[src/hdl/tpa_pkg.sv]
`timescale 1ns / 1ps

package tpa_pkg;

    // Width of a handle ID on the ports and in the configuration register.
    localparam int ID_W = 7;

    // Width of the payload length on the ports.
    localparam int LEN_PORT_W = 16;

    // Width of the byte usage counter and of the budget limit.
    localparam int BYTES_W = 32;

    // Reset values of the configuration registers.
    localparam logic [ID_W-1:0]    ID_LIMIT_RESET      = 7'd64;
    localparam logic               GENERATE_MODE_RESET = 1'b1;
    localparam logic               BUDGET_ENABLE_RESET = 1'b0;
    localparam logic [BYTES_W-1:0] BUDGET_LIMIT_RESET  = 32'hFFFF_FFFF;

    // Request kinds.
    typedef enum logic [1:0] {
        ACT_CREATE_GEN = 2'd0,
        ACT_CREATE_ID  = 2'd1,
        ACT_REMOVE     = 2'd2,
        ACT_LOOKUP     = 2'd3
    } t_action;

    // Result status codes.
    typedef enum logic [2:0] {
        ST_OK        = 3'd0,
        ST_ILLEGAL   = 3'd1,
        ST_NO_BUDGET = 3'd2,
        ST_BUSY      = 3'd3,
        ST_NOT_FOUND = 3'd4
    } t_status;

    // Configuration register indexes (word address on the register port).
    typedef enum logic [1:0] {
        REG_ID_LIMIT      = 2'd0,
        REG_GENERATE_MODE = 2'd1,
        REG_BUDGET_ENABLE = 2'd2,
        REG_BUDGET_LIMIT  = 2'd3
    } t_reg_index;

endpackage

[src/hdl/tpa_lowest_free.sv]
`timescale 1ns / 1ps

// Finds the lowest set bit of a free-ID bitmap and returns its position.
module tpa_lowest_free #(
    parameter int WIDTH = 64
) (
    input  logic [WIDTH-1:0]         i_vec,
    output logic                     o_found,
    output logic [$clog2(WIDTH)-1:0] o_index
);

    localparam int IDX_W = $clog2(WIDTH);

    logic [WIDTH-1:0] w_isolated;

    // Keep only the lowest set bit; the result is one-hot or zero.
    assign w_isolated = i_vec & (~i_vec + {{(WIDTH-1){1'b0}}, 1'b1});
    assign o_found    = |i_vec;

    // Encode the one-hot position; each bit contributes independently.
    always_comb begin
        o_index = '0;
        for (int k = 0; k < WIDTH; k++) begin
            if (w_isolated[k]) begin
                o_index = o_index | IDX_W'(k);
            end
        end
    end

endmodule

[src/hdl/two_pool_id_allocator.sv]
`timescale 1ns / 1ps

// Handle allocator with delayed ID reuse.
// Request channel: a transaction is taken at a rising edge where start is high
// and busy is low. busy never rises, so one request is taken every cycle.
// Each request (create with a generated ID, create with a given ID, remove,
// lookup) produces exactly one result, shown on o_status, o_result_id and
// o_found_length for one cycle while o_valid is high. That cycle begins at the
// edge after the request was taken. The request is registered, then all
// bitmap lookups, the lowest-free-ID search in both pools and the byte budget
// update settle combinationally and land in the result register, so
// throughput is one request per cycle. The payload length memory is read at
// the edge that takes the request, with forwarding from the request that
// completes at that same edge.
// Configuration: APB-style register port, four 32-bit registers at byte
// addresses 0, 4, 8 and 12 (ID limit, generate mode, budget enable, budget
// limit); write only while no request is in flight.
// Reset (synchronous, active low) empties every handle, fills pool zero,
// empties pool one, clears byte usage and restores the register defaults.
// Stored lengths are not cleared; they are written before any read.
module two_pool_id_allocator #(
    parameter int NUM_IDS         = 64,
    parameter int LENGTH_WIDTH    = 16,
    parameter int HANDLE_OVERHEAD = 32
) (
    input  logic                             i_clk,
    input  logic                             i_rst_n,
    // Request channel
    input  logic                             start,
    output logic                             busy,
    input  logic [1:0]                       i_action,
    input  logic [tpa_pkg::ID_W-1:0]         i_item_id,
    input  logic [tpa_pkg::LEN_PORT_W-1:0]   i_payload_length,
    // Result channel
    output logic                             o_valid,
    output logic [2:0]                       o_status,
    output logic [tpa_pkg::ID_W-1:0]         o_result_id,
    output logic [tpa_pkg::LEN_PORT_W-1:0]   o_found_length,
    // Register port
    input  logic                             psel,
    input  logic                             penable,
    input  logic                             pwrite,
    input  logic [3:0]                       paddr,
    input  logic [31:0]                      pwdata,
    output logic [31:0]                      prdata,
    output logic                             pready
);

    localparam int ID_W    = tpa_pkg::ID_W;
    localparam int BYTES_W = tpa_pkg::BYTES_W;
    localparam int IW      = $clog2(NUM_IDS);
    // Stored length width: the port carries at most LEN_PORT_W bits.
    localparam int LW      = (LENGTH_WIDTH < tpa_pkg::LEN_PORT_W) ?
                             LENGTH_WIDTH : tpa_pkg::LEN_PORT_W;
    // Largest ID that fits both the ID field and the storage.
    localparam int ID_CAP_INT = (NUM_IDS < (2**ID_W - 1)) ? NUM_IDS : (2**ID_W - 1);
    localparam logic [ID_W-1:0]    ID_CAP   = ID_W'(ID_CAP_INT);
    localparam logic [BYTES_W:0]   OVERHEAD = (BYTES_W+1)'(HANDLE_OVERHEAD);

    // Map an ID (1-based) to its storage index.
    function automatic logic [IW-1:0] idx_of(input logic [ID_W-1:0] id);
        logic [ID_W-1:0]    m;
        logic [IW+ID_W-1:0] w;
        m = id - ID_W'(1);
        w = {{IW{1'b0}}, m};
        return w[IW-1:0];
    endfunction

    // Map a storage index back to its ID.
    function automatic logic [ID_W-1:0] id_of(input logic [IW-1:0] idx);
        logic [IW+ID_W-1:0] w;
        w = {{ID_W{1'b0}}, idx};
        return w[ID_W-1:0] + ID_W'(1);
    endfunction

    // Bitmap of storage indexes whose ID lies within the given limit.
    function automatic logic [NUM_IDS-1:0] limit_mask(input logic [ID_W-1:0] lim);
        logic [NUM_IDS-1:0] m;
        m = '0;
        for (int k = 0; k < NUM_IDS; k++) begin
            m[k] = (k < int'(lim));
        end
        return m;
    endfunction

    // Configuration registers
    logic [ID_W-1:0]    r_id_limit;
    logic               r_gen_mode;
    logic               r_budget_enable;
    logic [BYTES_W-1:0] r_budget_limit;
    logic [NUM_IDS-1:0] r_limit_mask;
    logic               w_cfg_write;
    tpa_pkg::t_reg_index w_cfg_index;

    // Request register
    logic                r_req_valid;
    tpa_pkg::t_action    r_req_action;
    logic [ID_W-1:0]     r_req_id;
    logic [LW-1:0]       r_req_len;
    logic [LW-1:0]       r_rd_len;
    logic                w_accept;
    logic [IW-1:0]       w_acc_idx;

    // Allocator state
    logic [NUM_IDS-1:0]  r_in_use, n_in_use;
    logic [NUM_IDS-1:0]  r_pool0, n_pool0;
    logic [NUM_IDS-1:0]  r_pool1, n_pool1;
    logic                r_active, n_active;
    logic [BYTES_W-1:0]  r_bytes, n_bytes;
    logic [LW-1:0]       r_len_mem [NUM_IDS];

    // Result register
    logic                r_valid;
    tpa_pkg::t_status    r_status, n_status;
    logic [ID_W-1:0]     r_rid, n_rid;
    logic [LW-1:0]       r_flen, n_flen;

    // Processing signals
    logic [IW-1:0]       w_sel_idx;
    logic [ID_W-1:0]     w_eff_limit;
    logic                w_in_range;
    logic                w_mode_bad;
    logic                w_over_budget;
    logic [NUM_IDS-1:0]  w_act_free, w_oth_free;
    logic                w_act_found, w_oth_found;
    logic [IW-1:0]       w_act_idx, w_oth_idx;
    logic                w_do_create;
    logic                w_we;
    logic [IW-1:0]       w_idx;
    logic [BYTES_W:0]    w_sum;
    logic [BYTES_W:0]    w_sub;

    // Register port: writes on the access phase, reads decode the word address.
    assign pready      = 1'b1;
    assign w_cfg_write = psel && penable && pwrite;
    assign w_cfg_index = tpa_pkg::t_reg_index'(paddr[3:2]);

    always_comb begin
        case (w_cfg_index)
            tpa_pkg::REG_ID_LIMIT:      prdata = {{(32-ID_W){1'b0}}, r_id_limit};
            tpa_pkg::REG_GENERATE_MODE: prdata = {31'd0, r_gen_mode};
            tpa_pkg::REG_BUDGET_ENABLE: prdata = {31'd0, r_budget_enable};
            tpa_pkg::REG_BUDGET_LIMIT:  prdata = r_budget_limit;
            default:                    prdata = '0;
        endcase
    end

    always_ff @(posedge i_clk) begin
        if (!i_rst_n) begin
            r_id_limit      <= tpa_pkg::ID_LIMIT_RESET;
            r_gen_mode      <= tpa_pkg::GENERATE_MODE_RESET;
            r_budget_enable <= tpa_pkg::BUDGET_ENABLE_RESET;
            r_budget_limit  <= tpa_pkg::BUDGET_LIMIT_RESET;
            r_limit_mask    <= limit_mask(tpa_pkg::ID_LIMIT_RESET);
        end else if (w_cfg_write) begin
            case (w_cfg_index)
                tpa_pkg::REG_ID_LIMIT: begin
                    r_id_limit   <= pwdata[ID_W-1:0];
                    r_limit_mask <= limit_mask(pwdata[ID_W-1:0]);
                end
                tpa_pkg::REG_GENERATE_MODE: r_gen_mode      <= pwdata[0];
                tpa_pkg::REG_BUDGET_ENABLE: r_budget_enable <= pwdata[0];
                tpa_pkg::REG_BUDGET_LIMIT:  r_budget_limit  <= pwdata;
                default: ;
            endcase
        end
    end

    // Request intake: every cycle can take a transaction.
    assign busy      = 1'b0;
    assign w_accept  = start && !busy;
    assign w_acc_idx = idx_of(i_item_id);

    always_ff @(posedge i_clk) begin
        if (!i_rst_n) begin
            r_req_valid <= 1'b0;
        end else begin
            r_req_valid <= w_accept;
        end
    end

    always_ff @(posedge i_clk) begin
        if (w_accept) begin
            r_req_action <= tpa_pkg::t_action'(i_action);
            r_req_id     <= i_item_id;
            r_req_len    <= i_payload_length[LW-1:0];
        end
    end

    // Length memory: one write port from processing, one registered read at
    // intake, forwarded when the completing request writes the same entry.
    always_ff @(posedge i_clk) begin
        if (w_we) begin
            r_len_mem[w_idx] <= r_req_len;
        end
        if (w_accept) begin
            if (w_we && (w_idx == w_acc_idx)) begin
                r_rd_len <= r_req_len;
            end else begin
                r_rd_len <= r_len_mem[w_acc_idx];
            end
        end
    end

    // Index, range, mode and budget checks used by the request kinds.
    assign w_sel_idx     = idx_of(r_req_id);
    assign w_eff_limit   = (r_id_limit > ID_CAP) ? ID_CAP : r_id_limit;
    assign w_in_range    = (r_req_id != '0) && (r_req_id <= w_eff_limit);
    assign w_mode_bad    = (r_req_action == tpa_pkg::ACT_CREATE_GEN) ? !r_gen_mode :
                           (r_gen_mode || !w_in_range);
    assign w_over_budget = r_budget_enable && (r_bytes >= r_budget_limit);

    // Usable free IDs in the active and the other pool.
    assign w_act_free = (r_active ? r_pool1 : r_pool0) & ~r_in_use & r_limit_mask;
    assign w_oth_free = (r_active ? r_pool0 : r_pool1) & ~r_in_use & r_limit_mask;

    tpa_lowest_free #(
        .WIDTH (NUM_IDS)
    ) u_act_lowest (
        .i_vec   (w_act_free),
        .o_found (w_act_found),
        .o_index (w_act_idx)
    );

    tpa_lowest_free #(
        .WIDTH (NUM_IDS)
    ) u_oth_lowest (
        .i_vec   (w_oth_free),
        .o_found (w_oth_found),
        .o_index (w_oth_idx)
    );

    // Byte usage arithmetic: saturating add on create, floored subtract on remove.
    assign w_sum = {1'b0, r_bytes} + (BYTES_W+1)'(r_req_len) + OVERHEAD;
    assign w_sub = (BYTES_W+1)'(r_rd_len) + OVERHEAD;

    // Single-pass request processing and state update.
    always_comb begin
        n_status    = tpa_pkg::ST_OK;
        n_rid       = '0;
        n_flen      = '0;
        n_in_use    = r_in_use;
        n_pool0     = r_pool0;
        n_pool1     = r_pool1;
        n_active    = r_active;
        n_bytes     = r_bytes;
        w_do_create = 1'b0;
        w_idx       = w_sel_idx;
        if (r_req_valid) begin
            case (r_req_action)
                tpa_pkg::ACT_CREATE_GEN,
                tpa_pkg::ACT_CREATE_ID: begin
                    if (w_mode_bad) begin
                        n_status = tpa_pkg::ST_ILLEGAL;
                    end else if (w_over_budget) begin
                        n_status = tpa_pkg::ST_NO_BUDGET;
                    end else if (r_req_action == tpa_pkg::ACT_CREATE_GEN) begin
                        if (w_act_found) begin
                            w_idx       = w_act_idx;
                            w_do_create = 1'b1;
                            if (r_active) begin
                                n_pool1[w_act_idx] = 1'b0;
                            end else begin
                                n_pool0[w_act_idx] = 1'b0;
                            end
                        end else begin
                            // Active pool is dry: swap, and stay swapped even if busy.
                            n_active = ~r_active;
                            if (w_oth_found) begin
                                w_idx       = w_oth_idx;
                                w_do_create = 1'b1;
                                if (r_active) begin
                                    n_pool0[w_oth_idx] = 1'b0;
                                end else begin
                                    n_pool1[w_oth_idx] = 1'b0;
                                end
                            end else begin
                                n_status = tpa_pkg::ST_BUSY;
                            end
                        end
                    end else if (r_in_use[w_sel_idx]) begin
                        n_status = tpa_pkg::ST_BUSY;
                    end else begin
                        w_do_create = 1'b1;
                    end
                end
                tpa_pkg::ACT_REMOVE,
                tpa_pkg::ACT_LOOKUP: begin
                    if (!w_in_range) begin
                        n_status = tpa_pkg::ST_ILLEGAL;
                    end else if (!r_in_use[w_sel_idx]) begin
                        n_status = tpa_pkg::ST_NOT_FOUND;
                    end else if (r_req_action == tpa_pkg::ACT_LOOKUP) begin
                        n_rid  = r_req_id;
                        n_flen = r_rd_len;
                    end else begin
                        n_rid                = r_req_id;
                        n_in_use[w_sel_idx]  = 1'b0;
                        // In generate mode, freed IDs go to the inactive pool for delayed reuse.
                        if (r_gen_mode) begin
                            if (r_active) begin
                                n_pool0[w_sel_idx] = 1'b1;
                            end else begin
                                n_pool1[w_sel_idx] = 1'b1;
                            end
                        end
                        n_bytes = ({1'b0, r_bytes} > w_sub) ?
                                  BYTES_W'({1'b0, r_bytes} - w_sub) : '0;
                    end
                end
                default: ;
            endcase
            if (w_do_create) begin
                n_in_use[w_idx] = 1'b1;
                n_rid           = id_of(w_idx);
                n_bytes         = w_sum[BYTES_W] ? {BYTES_W{1'b1}} : w_sum[BYTES_W-1:0];
            end
        end
    end

    assign w_we = w_do_create;

    // State and result registers.
    always_ff @(posedge i_clk) begin
        if (!i_rst_n) begin
            r_in_use <= '0;
            r_pool0  <= '1;
            r_pool1  <= '0;
            r_active <= 1'b0;
            r_bytes  <= '0;
            r_valid  <= 1'b0;
        end else begin
            r_in_use <= n_in_use;
            r_pool0  <= n_pool0;
            r_pool1  <= n_pool1;
            r_active <= n_active;
            r_bytes  <= n_bytes;
            r_valid  <= r_req_valid;
        end
    end

    always_ff @(posedge i_clk) begin
        if (r_req_valid) begin
            r_status <= n_status;
            r_rid    <= n_rid;
            r_flen   <= n_flen;
        end
    end

    assign o_valid        = r_valid;
    assign o_status       = r_status;
    assign o_result_id    = r_rid;
    assign o_found_length = tpa_pkg::LEN_PORT_W'(r_flen);

`ifndef ASSERT_OFF
    // Every transaction taken yields a result strobe once it has passed the request and result registers.
    a_result_latency: assert property (@(posedge i_clk) disable iff (!i_rst_n)
        (start && !busy) |-> ##2 o_valid)
        else $error("result strobe missing two cycles after a request");

    // A failed request reports neither an ID nor a length.
    a_fail_clean: assert property (@(posedge i_clk) disable iff (!i_rst_n)
        (o_valid && (o_status != tpa_pkg::ST_OK)) |->
        ((o_result_id == '0) && (o_found_length == '0)))
        else $error("failed request carries an ID or length");

    // A successful create never lowers byte usage.
    a_create_usage: assert property (@(posedge i_clk) disable iff (!i_rst_n)
        (r_req_valid && (n_status == tpa_pkg::ST_OK) &&
         ((r_req_action == tpa_pkg::ACT_CREATE_GEN) ||
          (r_req_action == tpa_pkg::ACT_CREATE_ID)))
        |=> (r_bytes >= $past(r_bytes)))
        else $error("byte usage dropped on a create");

    // Only a generated create may swap the active pool.
    a_pool_swap: assert property (@(posedge i_clk) disable iff (!i_rst_n)
        (!r_req_valid || (r_req_action != tpa_pkg::ACT_CREATE_GEN)) |=> $stable(r_active))
        else $error("active pool changed without a generated create");

    // A successful create marks an ID that was free beforehand.
    a_create_fresh: assert property (@(posedge i_clk) disable iff (!i_rst_n)
        (r_req_valid && w_do_create) |-> !r_in_use[w_idx])
        else $error("create picked an ID already in use");
`endif

endmodule

[config.mk]
export PLATFORM = sky130hd
export DESIGN_NAME = two_pool_id_allocator
export DESIGN_NICKNAME = d
export VERILOG_FILES = /design/src/hdl/tpa_pkg.sv /design/src/hdl/tpa_lowest_free.sv /design/src/hdl/two_pool_id_allocator.sv
export SDC_FILE = /design/constraint.sdc
export NUM_CORES = 2
export LEC_CHECK = 0
export BUFFER_PORTS_ARGS = -buffer_cell sky130_fd_sc_hd__buf_2
export CAP_MARGIN = 0
export CORE_ASPECT_RATIO = 0.8
export CORE_MARGIN = 3
export CORE_UTILIZATION = 35
export DETAILED_ROUTE_END_ITERATION = 12
export GPL_ROUTABILITY_DRIVEN = 0
export HOLD_SLACK_MARGIN = 0.05
export PLACE_DENSITY = 0.56
export SLEW_MARGIN = 40
export SYNTH_ARGS = -nofsm -noshare
export SYNTH_HDL_FRONTEND = slang
export SYNTH_HIERARCHICAL = 1
export SYNTH_SLANG_ARGS = --single-unit
[constraint.sdc]
create_clock -name i_clk -period 18 [get_ports i_clk]
set_input_delay 3.6 -clock i_clk [delete_from_list [all_inputs] [get_ports i_clk]]
set_output_delay 3.6 -clock i_clk [all_outputs]
set_load 0.01 [all_outputs]
==> metrics.yaml <==
layout_worst_path_cycle_share_pct: 47.1
startpoint_type: "flop"
synth_top_area_share_pct: 49.7
slew_violations: 0
drt_iter0_drc: 6379
worstSetupPathType: "flop to flop"
wl_per_cell_um: 28.0
status: "finished, final reports clean"
tritoncts: "built"
ys_warn_count: 6
cp.arrival_ps: 8930
slowest_stage: "nor4_4"
clk_path_buf_depth: 3
fin_ws_ps: 9530
synth_fp_nets: 5114
clock_sinks: 1422
cp_max_fo: 51
rsz0062_at_grt: "no"
h-tree-depth: 4
grt_pass1_vias: 42800
final.setup_skew_ps: 54.8
finalSetupViolCount: 0
ys_seq_elements: 1422
pre_cts_ws_ps: 9420
numCtsBuffers: 153
layout-drive-gt1-share_pct: 19.2
wirelength_um: 215000
final_nets: 5225
post_cts_buffers: 0
grt_pass1_wl_um: 308000
root_buffer: "clkbuf_16"
ys_seq_area_share_pct: 59.7
grt_max_degree: 87
worstPathRequired_ps: 18470
crit_path_cell_trace: "buf_12, buf_6, mux2i_1, nor2_1, nor4_1, nand4_1, nor4_4, nand2_2, o41ai_1, nor4b_1, nand3_1, a22oi_1, nor3_1, a22o_1, nand2_1, nor2_2, buf_4"
syn_area_um2: 66000
initial_utilization_pct: 35.5
cts.clk_slew.worst_paths_ps: 60
synthTopCellsByArea: "edfxtp_1, mux4_2, dfxtp_1"
grt_use_total_pct: 21.6
yosysMostFrequentCell: "edfxtp_1"
yosysUniqueCellTypes: 98
die_area_um2: 194000
dp_hpwl_um: 143000
cap_violations: 0
ys_async_sr_fraction_pct: 0
ioPinCount: 128
die_x_um: 491
final.setup.tns_ps: 0
vias_per_cell: 5.96
power_leakage_nw: 25.1
drtAntennaViolNets: 0
drc: 0
ys.flop_type: "edfxtp_1"
final.fill_count: 17200
p_per_area_nw_per_um2: 99.9
netlist_instances: 4953
coreArea_um2: 186000
cts_resized: 0
min_period_ps: 8470
fp.dieH_um: 394
ir_worst_vdd_uv: 96.0
worst-path-buf-inv: 3
core.rowCount: 141
synth_top_area_cell: "edfxtp_1"
worstMarginPinSlew_ps: 945
synth_edf_count: 1091
hold_violations: 0
slew_headroom_pct: 36.5
area_growth_pct: 14.1
dr_total_vias: 45800
synth.avg_cell_area_um2: 13.3
fmax_mhz: 118
cp_top_family: "simple AND/OR/NAND/NOR gates"
synthTopCellsByCount: "edfxtp_1, nor2_1, mux4_2"
io_buffers: 123
critPathMaxStageDelay_ps: 800
seq_area_um2: 39400
hold_path_class: "flop to flop"
clk_latency_ps: 790
gr-total-overflow: 0
dr.pass1.iters: 8
grt_antenna_before_repair: 17
end_kind: "flop"
hold_buffers: 0
multi_input_comb_area_um2: 25400
[through the flow]
| stage | area [um^2] | hold WS (ps) | power (mW) | utilization [%] | instances |
|---|---|---|---|---|---|
| finish | 75300 | 478 | 7.52 | 40.5 | 7696 |
| global route | 75300 | 490 | 7.75 | 40.5 | 7692 |
| CTS | 75100 | 478 | 7.56 | 40.4 | 7683 |
| detailed placement | 70200 | 463 | 4.47 | 37.8 | 7407 |
| global placement | 69800 | 459 | 4.45 | 37.5 | 7394 |
| floorplan | 66000 | 423 | 4.14 | - | 4953 |
[worst register-to-register path, cell delays in order (launching register included)]
cell     delay, ps
dfxtp_4        640
buf_12         290
buf_6          540
mux2i_1        670
nor2_1         220
nor4_1         470
nand4_1        300
nor4_4         800
nand2_2        210
o41ai_1        510
nor4b_1        160
nand3_1        630
a22oi_1        350
nor3_1         360
a22o_1         630
nand2_1        430
nor2_2         620
buf_4          320
[report_power, final]
part / leakage, nW / internal (mW) / switching (mW) / total (mW)
clock network: 2.38 / 1.75 / 1.35 / 3.10
logic: 10.2 / 0.269 / 0.533 / 0.801
registers: 12.5 / 3.58 / 0.0388 / 3.62
[placed cells by master (no fill, tap or decap), types with 20 or more instances in the layout]
cell type,count
edfxtp_1,1091
nor2_1,396
mux4_2,341
dfxtp_1,329
nand2_1,282
o21ai_0,251
a21oi_1,240
clkbuf_16,155
mux2i_1,145
nand3_1,136
buf_4,123
buf_2,121
inv_1,110
ha_1,91
nand2b_1,79
nor3_1,71
a22oi_1,65
nand4_1,54
a211oi_1,54
a31oi_1,50
and2_1,48
o211ai_1,48
and3_1,43
a41oi_1,40
nor4_1,37
a21o_1,36
nor2_2,33
or3_1,32
o31ai_1,31
clkinv_2,30
clkbuf_1,28
nor2b_1,27
clkinv_1,26
xnor2_1,24
xor2_1,22
o221ai_1,21
o22ai_1,20
[state kept, by name, indices dropped and copies added (netlist names)]
signal,count
r_req_id,7
r_pool0,64
r_budget_limit,32
o_valid,1
r_in_use,64
o_result_id,7
o_found_length,16
r_rd_len,16
r_req_action,2
r_active,1
r_id_limit,7
r_pool1,64
r_len_mem,1024
r_limit_mask,63
r_gen_mode,1
r_req_valid,1
r_req_len,16
r_budget_enable,1
o_status,3
r_bytes,32
[cells by family after synthesis]
kind of cell,synth area share (%)
compound gates,10.8
xor+xnor,0.702
fa+ha+maj,1.81
buf+inv,2.61
flops,59.7
mux,14.1
other cells,0.0114
simple gates,10.3
[cell type report]
class | instances | area share, %
Tap cell | 2502 | 4.16
Antenna cell | 9 | 0.0299
Timing Repair Buffer | 271 | 2.60
Inverter | 119 | 0.600
Multi-Input combinational cell | 3097 | 33.7
Sequential cell | 1422 | 52.3
Clock buffer | 185 | 5.33
Clock inverter | 91 | 1.22
[path summary, 6_finish.rpt]
| kind | startpoint | endpoint | slack (ps) | cells after the start |
|---|---|---|---|---|
| setup / recovery | r_active | r_len_mem[56][10] | 9530 | 17 |
| hold / removal | r_limit_mask[7] | r_limit_mask[7] | 480 | 2 |
| setup reg to reg | r_active | r_len_mem[56][10] | 9530 | 17 |
| hold reg to reg | r_limit_mask[7] | r_limit_mask[7] | 480 | 2 |
[routing by layer]
layer | global-route usage [%] | wire length [um] | vias to the layer above
li1 | - | - | 19700
met1 | 32.1 | 94000 | 23300
met2 | 30.4 | 90200 | 2476
met3 | 6.09 | 25000 | 359
met4 | 5.94 | 6080 | 6
met5 | 0.961 | 276 | -
Power figures use the tool's default switching activity.
